===== config.mk =====
export PLATFORM = sky130hd
export DESIGN_NAME = sarl_scan
export DESIGN_NICKNAME = d
export VERILOG_FILES = /design/src/rtl/sarl_pkg.sv /design/src/rtl/sarl_scan.sv
export SDC_FILE = /design/constraint.sdc
export NUM_CORES = 1
export LEC_CHECK = 0
export ABC_AREA = 1
export BUFFER_PORTS_ARGS = -buffer_cell sky130_fd_sc_hd__buf_4
export CORE_AREA = 2 2 145 147
export CTS_CLUSTER_DIAMETER = 50
export CTS_CLUSTER_SIZE = 8
export DETAILED_ROUTE_END_ITERATION = 6
export DIE_AREA = 0 0 147 149
export GPL_TIMING_DRIVEN = 0
export PLACE_DENSITY = 0.81
export SLEW_MARGIN = 20
export SYNTH_ARGS = -nofsm -noshare
export SYNTH_HDL_FRONTEND = slang
export SYNTH_SLANG_ARGS = --single-unit

===== constraint.sdc =====
create_clock -name clk -period 5.13 [get_ports clk]
set_input_delay 0.513 -clock clk [delete_from_list [all_inputs] [get_ports clk]]
set_output_delay 0.513 -clock clk [all_outputs]
set_load 0.1 [all_outputs]

===== src/rtl/sarl_pkg.sv =====
// Shared types and constants for the symbol address range lookup block.
`default_nettype none

package sarl_pkg;

  localparam int SYMBOLS   = 1024;
  localparam int IDX_W     = $clog2(SYMBOLS);
  localparam int LIM_W     = $clog2(SYMBOLS + 1);
  localparam int DATA_W    = 64;
  localparam int ENTRY_W   = 10;
  localparam int MATCH_W   = 10;
  localparam int COUNT_W   = 11;
  localparam int SECTION_W = 16;
  localparam int KIND_W    = 4;
  localparam int CFG_IDX_W = 2;

  localparam logic [SECTION_W-1:0] SECTION_NONE = 16'd0;
  localparam logic [KIND_W-1:0]    STT_TLS      = 4'd6;

  localparam logic CMD_WRITE = 1'b0;
  localparam logic CMD_QUERY = 1'b1;

  localparam logic [CFG_IDX_W-1:0] REG_ADDR_OFFSET  = 2'd0;
  localparam logic [CFG_IDX_W-1:0] REG_SYMBOL_COUNT = 2'd1;

  typedef struct packed {
    logic [DATA_W-1:0] start;
    logic [DATA_W-1:0] length;
    logic              usable;
  } entry_t;

  typedef struct packed {
    logic             en;
    logic [IDX_W-1:0] addr;
  } rd_req_t;

  typedef struct packed {
    logic               valid;
    logic               found;
    logic [MATCH_W-1:0] index;
  } scan_res_t;

endpackage

`default_nettype wire


===== src/rtl/sarl_scan.sv =====
// Scan sequencer: walks the table one entry a cycle through a shared range compare.
`default_nettype none

module sarl_scan (
  input  logic                       clk,
  input  logic                       rst,
  input  logic                       start,
  input  logic [sarl_pkg::DATA_W-1:0] start_addr,
  input  logic [sarl_pkg::LIM_W-1:0]  start_limit,
  input  sarl_pkg::entry_t           rd_data,
  input  logic                       res_ready,
  output logic                       idle,
  output sarl_pkg::rd_req_t          rd_req,
  output sarl_pkg::scan_res_t        res
);
  import sarl_pkg::*;

  typedef enum logic [2:0] {
    S_IDLE = 3'b001,
    S_SCAN = 3'b010,
    S_HOLD = 3'b100
  } scan_state_t;

  scan_state_t        state;
  scan_state_t        state_next;
  logic [DATA_W-1:0]  addr;
  logic [LIM_W-1:0]   limit;
  logic [LIM_W-1:0]   issue;
  logic               rd_valid;
  logic [IDX_W-1:0]   pend_idx;
  logic               found;
  logic [MATCH_W-1:0] match;
  logic [DATA_W-1:0]  upper;
  logic               hit;
  logic               last;

  // Shared range compare: start <= addr < start + length, wrapped to 64 bits.
  assign upper = rd_data.start + rd_data.length;
  assign hit   = rd_valid && rd_data.usable && (addr >= rd_data.start) && (addr < upper);
  assign last  = rd_valid && (issue == limit);

  assign rd_req.en   = (state == S_SCAN) && (issue < limit);
  assign rd_req.addr = issue[IDX_W-1:0];

  assign idle      = (state == S_IDLE);
  assign res.valid = (state == S_HOLD);
  assign res.found = found;
  assign res.index = match;

  always_comb begin
    state_next = state;
    case (state)
      S_IDLE: begin
        if (start) begin
          state_next = (start_limit == '0) ? S_HOLD : S_SCAN;
        end
      end
      S_SCAN: begin
        if (hit || last) begin
          state_next = S_HOLD;
        end
      end
      S_HOLD: begin
        if (res_ready) begin
          state_next = S_IDLE;
        end
      end
      default: state_next = S_IDLE;
    endcase
  end

  always_ff @(posedge clk) begin
    if (rst) begin
      state    <= S_IDLE;
      rd_valid <= 1'b0;
    end else begin
      state    <= state_next;
      rd_valid <= rd_req.en;
    end
  end

  always_ff @(posedge clk) begin
    if (state == S_IDLE && start) begin
      addr  <= start_addr;
      limit <= start_limit;
      issue <= '0;
      found <= 1'b0;
      match <= '0;
    end else if (state == S_SCAN) begin
      if (rd_req.en) begin
        issue    <= issue + LIM_W'(1);
        pend_idx <= issue[IDX_W-1:0];
      end
      if (hit) begin
        found <= 1'b1;
        match <= MATCH_W'(pend_idx);
      end
    end
  end

endmodule

`default_nettype wire


Word level (Yosys, flattened, before mapping)
Index checks and enable logic that the tools add are counted.
{"block": "totals", "regBits": 111, "inputBits": 208, "elab_cells": 38}
{"block": "classes", "addsub": 2, "magnitude_cmp": 3, "eq_ne": 7, "n_mux": 5, "bitwise_logic": 1, "reduce_logical": 12}
{"op": "$add 64x64->64", "n": 1}
{"op": "$ge 64x64->1", "n": 1}
{"op": "$lt 64x64->1", "n": 1}
{"op": "$mux 3", "n": 4}
{"op": "$add 11x1->11 const B", "n": 1}
{"op": "$eq 11x11->1", "n": 1}
{"op": "$logic_not 11->1", "n": 1}
{"op": "$lt 11x11->1", "n": 1}
{"op": "$pmux 3 s3", "n": 1}
{"op": "$logic_and 1x1->1", "n": 6}
{"op": "$ne 2x2->1 const B", "n": 3}
{"op": "$reduce_and 3->1", "n": 2}
{"op": "$reduce_and 2->1", "n": 2}
{"op": "$eq 3x1->1 const B", "n": 1}
{"op": "$eq 3x2->1 const B", "n": 1}
{"op": "$eq 3x3->1 const B", "n": 1}
{"op": "$logic_or 1x1->1", "n": 1}
{"op": "$not 1->1", "n": 1}

Logic depth before layout (Yosys ltp)
Gate-level depths: netlist (run 1).
{"block": "logic_depth", "word_depth": 6, "ltp_mapped": 30, "depth_no_buf": 30}

Least setup slack after synthesis (run 1)
Ideal clock, no wire load.
{"block": "synth_path", "kind": "register to register", "start": "reg state[0]", "end": "reg match[2]", "arrival_time_ps": 3900, "required_ps": 5013, "setup_slack_ps": 1114, "stages_incl_launch_ff": 9, "path_buffers": 1, "path_cell_list": "dfxtp_1 > inv_1 > nor3_2 > inv_1 > nor2_4 > inv_1 > buf_1 > o21ai_0 > nor2_1"}
{"block": "synth_between", "elab_chain_len": 2, "elab_cells_between_ends": 4}
{"item": "start, declared", "line_no": "sarl_scan.sv:24", "rtl": "scan_state_t state;"}
{"item": "start signal, assigned", "line_no": "sarl_scan.sv:77", "rtl": "state <= state_next;"}
{"item": "$eq 3x1->1"}
{"item": "net idle", "line_no": "sarl_scan.sv:12", "rtl": "output logic idle,"}
{"item": "$logic_and 1x1->1", "line_no": "sarl_scan.sv:83", "rtl": "if (state == S_IDLE && start) begin"}
{"item": "end signal, assigned", "line_no": "sarl_scan.sv:96", "rtl": "match <= MATCH_W'(pend_idx);"}
{"item": "end, declared", "line_no": "sarl_scan.sv:32", "rtl": "logic [MATCH_W-1:0] match;"}
The timed path passes the listed nets, and every way through them passes these cells.
A chain may end at the register's enable or synchronous reset.

Final worst setup path (run 1)
{"block": "layout_path", "start": "in rd_data[19] (netlist name)", "end": "reg match[3]"}
{"block": "layout_between", "elab_chain_len": 4}
{"item": "start, declared", "line_no": "sarl_scan.sv:10", "rtl": "input sarl_pkg::entry_t rd_data,"}
{"item": "$add 64x64->64", "line_no": "sarl_scan.sv:38", "rtl": "assign upper = rd_data.start + rd_data.length;"}
{"item": "$lt 64x64->1", "line_no": "sarl_scan.sv:39", "rtl": "assign hit = rd_valid && rd_data.usable && (addr >= rd_data.start) && (addr < upper);"}
{"item": "$logic_and 1x1->1", "line_no": "sarl_scan.sv:39"}
{"item": "$reduce_and 2->1 (no line)"}
No other way between the ends.

==> results.toml, run 1 <==
[run_status]
result_of_the_run = "completed"

[grt]
grt_pass1_wl_um = 50800
grt_max_degree = 29
number_of_global_route_vias_before_repair = 10600
groute.usage.overall = 0.289
antenna_found_initial = 0
grt-ovfl-total = 0

[final_layout]
final_layout_size_suffix_gt1_frac = 0.188
final_common_cell = "sky130_fd_sc_hd__nand2_1"
final_layout_fill_cell_count = 1809
final_core_density = 0.671
fin_cells = 2010
multi_input_area_sq_um = 7380
final_cell_mix = "sky130_fd_sc_hd__nand2_1, sky130_fd_sc_hd__buf_4, sky130_fd_sc_hd__inv_1"
finish.net_count = 2141
layout.area.seq_sq_um = 3070
area_delta_synth_final_pct = 21.7
antenna-diode-count = 0

[power_and_ir_drop]
finalPower_mw = 3.60
total_leakage_power_nw = 6.68
power_density_over_the_cells_nw_per_um2 = 261
worst_ir_drop_vdd_uv = 204

[synthesis]
synth_async_sr_flop_share = 0
synth-edff-count = 85
yosys_most_used_dff = "sky130_fd_sc_hd__edfxtp_1"
cells_after_synthesis = 1485
synthDominantAreaCellType = "sky130_fd_sc_hd__edfxtp_1"
synth_top_area_share = 0.225
postSynthNetCount = 1896
synthesis.yosys.warnings = 0
ys_types = 53
syn_avg_cell_area_sq_um = 7.64
synth_top_cells_by_area = "sky130_fd_sc_hd__edfxtp_1, sky130_fd_sc_hd__ha_1, sky130_fd_sc_hd__nand2_1"
ys_seq_area_frac = 0.271
synth.cell_area_sq_um = 11300
synthesis_stage_register_bit_count = 111

[sta]
timing.final.crit_share = 0.844
maxSlewHeadroom = 0.699
setup_repair_after_global_routing_missed_its_margin = "no"
finClkSkew_ns = 0.0136
totalNegativeSetupSlack_ns = 0
tightestPinTransition_ns = 0.452
finalSetupViolations = 0
timing_max_transition_violations_final = 0
maxClockFrequency_mhz = 231
min_period_ns = 4.33
hold_viol = 0

[setup_path]
r2r-start = "addr[61]$_DFFE_PP_"
cp_common_cell = "sky130_fd_sc_hd__nand2_1"
setup.worst_path.end_class = "register"
crit_slowest_cell = "sky130_fd_sc_hd__ha_1"
crit_path_cell_trace = "buf_4 > ha_1 > a21oi_1 > o21ai_0 > a21oi_1 > o21ai_0 > a21oi_2 > inv_1 > a31oi_1 > xor2_1 > ha_1 > a21oi_1 > o21ai_0 > nand2_1 > nand2_1 > nand2_1 > nand2_1 > nand2_1 > nand2_1 > nor2_1 > nand4_1 > buf_2 > o21ai_0 > nor2_1"
timing_worst_setup_path_type = "primary input to register"
setup.worst_path.start = "rd_data[19]"
critical_path_required_ns = 5.40
cpPeakStageDelay_ns = 0.34
cp_data_arrival_time_ns = 4.60
critical_path.max_fanout = 10
cp-start-kind = "primary input"

[route]
antenna_violating_nets_post_route = 0
dr.first_iter.drc_count = 654
route.detailed.drc = 0
vias = 10800
wire_per_inst_um = 15.7
detail_route.wirelength_um = 31700
drt_pass1_iterations = 6
vias_per_cell = 5.40

[clocking]
clock_latency_late_sink_ns = 0.37
cts.repair.resized = 0
number_of_buffers_inserted_during_clock_tree_synthesis = 9
max-clock-path-buffers = 2
clk_pin_slew_worst_paths_ns = 0.09
cts_tree = "done"
cts.hold.buffers_added = 0
cts-root-buf = "sky130_fd_sc_hd__clkbuf_16"
ctsHtreeMaxLevel = 3
post_cts_buffers = 0
cts.sinks = 111

[die]
dieArea_sq_um = 21900
die-width_um = 147
floorplan.initialDensity = 0.552
floorplan.die.height_um = 149
io-pin-count = 232
floorplan.core_area_sq_um = 20600
core.rowCount = 53

[worst_hold_path]
min-delay-path-class = "primary input to register"
min_from = "start_addr[59]"

[place]
numPortBuffers = 231
dpl_wire_length_um = 27100
place_inst = 1994
gpl.final_weighted_congestion = 0.954

[flow_run]
drv_cap = 0
state kept, by name, summed over array words and instances (netlist names):
register and count:
addr 64, issue 11, limit 11, match 10, pend_idx 10, state 3, found 1, rd_valid 1
Yosys cell counts, types with 2 or more instances:
| cell type | instances |
|---|---|
| sky130_fd_sc_hd__ha_1 | 202 |
| sky130_fd_sc_hd__nor2_2 | 6 |
| sky130_fd_sc_hd__a21oi_2 | 5 |
| sky130_fd_sc_hd__nand4_1 | 14 |
| sky130_fd_sc_hd__buf_4 | 12 |
| sky130_fd_sc_hd__nor3_1 | 22 |
| sky130_fd_sc_hd__nand3_2 | 8 |
| sky130_fd_sc_hd__edfxtp_1 | 85 |
| sky130_fd_sc_hd__nand3_1 | 37 |
| sky130_fd_sc_hd__inv_2 | 4 |
| sky130_fd_sc_hd__nand2_2 | 11 |
| sky130_fd_sc_hd__a21boi_2 | 5 |
| sky130_fd_sc_hd__a31oi_1 | 17 |
| sky130_fd_sc_hd__nor4_1 | 6 |
| sky130_fd_sc_hd__nor4_4 | 2 |
| sky130_fd_sc_hd__inv_1 | 206 |
| sky130_fd_sc_hd__a21oi_1 | 156 |
| sky130_fd_sc_hd__o21ai_0 | 82 |
| sky130_fd_sc_hd__xor2_1 | 27 |
| sky130_fd_sc_hd__nor3_2 | 5 |
| sky130_fd_sc_hd__a21o_1 | 5 |
| sky130_fd_sc_hd__a221oi_1 | 2 |
| sky130_fd_sc_hd__dfxtp_1 | 26 |
| sky130_fd_sc_hd__nor2_1 | 160 |
| sky130_fd_sc_hd__o21bai_2 | 2 |
| sky130_fd_sc_hd__xnor2_1 | 31 |
| sky130_fd_sc_hd__o21ai_2 | 7 |
| sky130_fd_sc_hd__nand3b_1 | 5 |
| sky130_fd_sc_hd__o21bai_1 | 8 |
| sky130_fd_sc_hd__o21ai_1 | 13 |
| sky130_fd_sc_hd__nand2_1 | 279 |
| sky130_fd_sc_hd__o21a_1 | 11 |
| sky130_fd_sc_hd__and3_1 | 3 |
| sky130_fd_sc_hd__o211ai_1 | 2 |
stage by stage:
step | hold WS (ns) | instance area (sq um) | worst slack [ns]
2_1_floorplan | 0.442 | 11300 | 1.11
4_1_cts | 0.295 | 13800 | 0.939
6_report | 0.308 | 13800 | 0.799
3_3_place_gp | 0.454 | 13400 | 0.629
5_1_grt | 0.297 | 13800 | 0.527
3_5_place_dp | 0.471 | 13500 | 0.595
routing by layer:
| metal | vias up | track usage | wire length (um) |
|---|---|---|---|
| li1 | 5537 | - | - |
| met1 | 4882 | 0.366 | 13600 |
| met2 | 367 | 0.506 | 15200 |
| met3 | 62 | 0.0477 | 1970 |
| met4 | 0 | 0.0952 | 930 |
| met5 | - | 0 | 0 |
report_power, final:
group	switching [mW]	total (mW)	internal (mW)
registers	0.0811	1.21	1.13
clock network	0.410	0.770	0.360
logic	0.985	1.63	0.641
cell type report:
type / instances / share of cell area
multi-input cells: 1150 / 0.535
flip-flops and latches: 111 / 0.223
repair buffers: 234 / 0.131
inverters: 210 / 0.0571
well taps: 275 / 0.0249
clock buffers: 9 / 0.0163
plain buffers: 14 / 0.00716
clock inverters: 7 / 0.00680
path summary, 6_finish.rpt:
| check | endpoint | slack (ns) | cells past startpoint |
|---|---|---|---|
| worst max-delay path | match[3]$_SDFFE_PP0P_ | 0.80 | 24 |
| worst min-delay path | addr[59]$_DFFE_PP_ | 0.31 | 1 |
| worst max register to register | match[3]$_SDFFE_PP0P_ | 2.49 | 13 |
| worst min register to register | found$_SDFFE_PP0P_ | 0.49 | 2 |
worst max-delay path, delay by kind of cell:
family	cells	cell delay, ns
adders and majority gates	2	0.60
AOI/OAI and AO/OA	9	1.93
xor gates and xnor gates	1	0.19
and+or+nand+nor	9	0.95
buffers and inverters	3	0.40
logic make-up after synthesis:
logic type | Yosys count | synth area share
simple gates | 565 | 0.218
compound gates | 324 | 0.163
buf+inv | 224 | 0.0782
fa+ha+maj | 203 | 0.225
flops | 111 | 0.271
xor+xnor | 58 | 0.0448
No activity file was read; power rests on OpenSTA's default activity.
==> inputs of run 2 (changes only) <==
ABC_AREA = 0   (was 1)
CORE_AREA = 2 2 147 149   (was 2 2 145 147)
DIE_AREA = 0 0 149 151   (was 0 0 147 149)
PLACE_DENSITY = 0.78   (was 0.81)
clock period = 3.69 ns   (was 5.13 ns; I/O delays follow)
==> results.toml, run 2 <==
[run_status]
result_of_the_run = "finished, violations left"
violated_checks = "setup timing"

[synthesis]
synthMostInstantiatedCell = "sky130_fd_sc_hd__ha_1"
yosys_most_used_dff = "sky130_fd_sc_hd__edfxtp_1"
synthesis_stage_register_bit_count = 111
synth-edff-count = 85
cells_after_synthesis = 1122
postSynthNetCount = 1533
synth.cell_area_sq_um = 10500
syn_avg_cell_area_sq_um = 9.40
ys_seq_area_frac = 0.291
ys_types = 76
synth_top_area_share = 0.242
synth_commonest_cells = "sky130_fd_sc_hd__ha_1, sky130_fd_sc_hd__a21oi_1, sky130_fd_sc_hd__inv_1"
synth_async_sr_flop_share = 0
synthesis.yosys.warnings = 0
synth_top_cells_by_area = "sky130_fd_sc_hd__edfxtp_1, sky130_fd_sc_hd__ha_1, sky130_fd_sc_hd__a21o_1"
synthDominantAreaCellType = "sky130_fd_sc_hd__edfxtp_1"

[place]
dpl_wire_length_um = 22500
numPortBuffers = 231
gpl.final_weighted_congestion = 0.905
place_area_sq_um = 12900

[setup_path]
timing_worst_setup_path_type = "primary input to register"
worst-path-buf-inv = 2
cp-start-kind = "primary input"
cpPeakStageDelay_ns = 0.47
crit_slowest_cell = "sky130_fd_sc_hd__or3_4"
setup.worst_path.start = "rd_data[71]"
cp_data_arrival_time_ns = 5.30
cp_common_cell = "sky130_fd_sc_hd__a21o_1"
r2r-start = "addr[61]$_DFFE_PP_"
critical_path.max_fanout = 6
cell_type_group_with_the_largest_total_delay_on_the_critical_path = "compound AO/OA/AOI/OAI gates"
critical_path_required_ns = 3.95
setup.worst_path.end_class = "register"

[final_layout]
final_cell_mix = "sky130_fd_sc_hd__buf_4, sky130_fd_sc_hd__ha_1, sky130_fd_sc_hd__a21oi_1"
final_common_cell = "sky130_fd_sc_hd__buf_4"
largest_register_ff_count = 64
antenna-diode-count = 0
area_delta_synth_final_pct = 30.8
largest_register = "addr"
top_regs = "addr (64), issue (11), limit (11)"
final_core_density = 0.663
finish.instance_area_sq_um = 13800
final_layout_fill_cell_count = 1716
finish.net_count = 1805
final_layout_size_suffix_gt1_frac = 0.279

[die]
floorplan.core_area_sq_um = 20800
die-width_um = 149
dieArea_sq_um = 22500
io-pin-count = 232
floorplan.initialDensity = 0.506
floorplan.die.height_um = 151
core.rowCount = 53

[grt]
grt_max_degree = 53
grt_pass1_wl_um = 43400
groute.usage.overall = 0.241
number_of_global_route_vias_before_repair = 9228
grt-ovfl-total = 0
antenna_found_initial = 0

[power_and_ir_drop]
worst_ir_drop_vdd_uv = 260
switching_share = 0.353
total_leakage_power_nw = 6.81
total_switching_power_mw = 1.53
clock_share_of_power = 0.236
pwr-share-comb = 0.416
power_density_over_the_cells_nw_per_um2 = 314
p_int_mw = 2.80
seqPwrFrac = 0.348
finalPower_mw = 4.33

[route]
vias_per_cell = 5.57
vias = 9327
route.detailed.drc = 0
detail_route.wirelength_um = 27600
dr.first_iter.drc_count = 314
wire_per_inst_um = 16.5
antenna_violating_nets_post_route = 0
drt_pass1_iterations = 5

[clocking]
cts_tree = "done"
max-clock-path-buffers = 2
cts-root-buf = "sky130_fd_sc_hd__clkbuf_16"
clock_latency_late_sink_ns = 0.36
cts.sinks = 111
ctsHtreeMaxLevel = 3
clk_pin_slew_worst_paths_ns = 0.09
cts.hold.buffers_added = 0
number_of_buffers_inserted_during_clock_tree_synthesis = 9

[sta]
totalNegativeSetupSlack_ns = -16.58
fin_hold_ws_ns = 0.179
finClkSkew_ns = 0.0189
timing.final.crit_share = 1.37
setup_repair_after_global_routing_missed_its_margin = "yes"
tightestPinTransition_ns = 0.760
hold_viol = 0
final_critical_path_setup_slack_ns = -1.35
timing_max_transition_violations_final = 0
finalSetupViolations = 13
maxSlewHeadroom = 0.493
min_period_ns = 5.04
maxClockFrequency_mhz = 198

[worst_hold_path]
min-delay-path-class = "primary input to register"
min_from = "start_addr[54]"

[flow_run]
drv_cap = 0
## run 2: layout make-up
class	instances	area, sq um	share of cell area
multi-input cells	868	7370	0.534
flip-flops and latches	111	3070	0.223
repair buffers	263	2040	0.148
inverters	108	405	0.0294
well taps	275	344	0.0249
plain buffers	33	250	0.0181
clock buffers	9	225	0.0163
clock inverters	7	93.8	0.00680
## run 2: metal layers
metal | wire, um | track usage
met5 | 0 | 0
met4 | 547 | 0.0657
met3 | 1550 | 0.0476
met2 | 13700 | 0.436
met1 | 11800 | 0.294
## run 2: through the flow
| stage | setup slack, ns | instances |
|---|---|---|
| 6_report | -1.35 | 1674 |
| 5_1_grt | -1.60 | 1674 |
| 4_1_cts | -1.32 | 1662 |
| 3_5_place_dp | -2.17 | 1630 |
| 3_3_place_gp | -2.12 | 1628 |
| 2_1_floorplan | -1.09 | 1122 |
## run 2: power by group through the flow
stage                     clock network, mW  logic (mW)  registers (mW)
after floorplan                           0        1.17            1.52
after global placement                    0        1.62            1.54
after detailed placement                  0        1.67            1.53
after CTS                              1.05        1.76            1.51
after global routing                   1.09        2.03            1.51
final                                  1.02        1.80            1.51
## run 2: worst register-to-register path: stages (launching register included)
cell	delay, ns
sky130_fd_sc_hd__edfxtp_1	0.43
sky130_fd_sc_hd__ha_1	0.33
sky130_fd_sc_hd__nand4_1	0.11
sky130_fd_sc_hd__or3_1	0.40
sky130_fd_sc_hd__or4_1	0.53
sky130_fd_sc_hd__a21oi_1	0.21
sky130_fd_sc_hd__o221ai_2	0.14
sky130_fd_sc_hd__a21oi_1	0.15
sky130_fd_sc_hd__o211ai_1	0.17
sky130_fd_sc_hd__or3_4	0.47
sky130_fd_sc_hd__buf_12	0.16
sky130_fd_sc_hd__mux2i_2	0.14
## run 2: repair_timing
| action | CTS | global route |
|---|---|---|
| setup endpoints to repair | 13 | 13 |
| gates resized for setup | 50 | 14 |
| pin swaps | 46 | 29 |
| hold endpoints to repair | 0 | 0 |
| gates cloned | 1 | 0 |
| setup buffers | 16 | 13 |
## run 2: final timing paths
path                                end  slack, ns  cells after the start
setup / recovery  match[4]$_SDFFE_PP0P_      -1.35                     25
hold / removal       addr[54]$_DFFE_PP_       0.18                      1
setup reg to reg  match[4]$_SDFFE_PP0P_       0.37                     11
hold reg to reg   match[2]$_SDFFE_PP0P_       0.46                      2
## run 2: cell families (layout without fill, tap and decap cells)
group	Yosys count	after routing	share of synthesized area
AOI/OAI and AO/OA	353	353	0.223
and+or+nand+nor	232	232	0.115
adders and majority gates	203	203	0.242
buffers and inverters	143	420	0.0605
DFF	111	111	0.291
xor gates and xnor gates	69	69	0.0573
muxes	11	11	0.0104
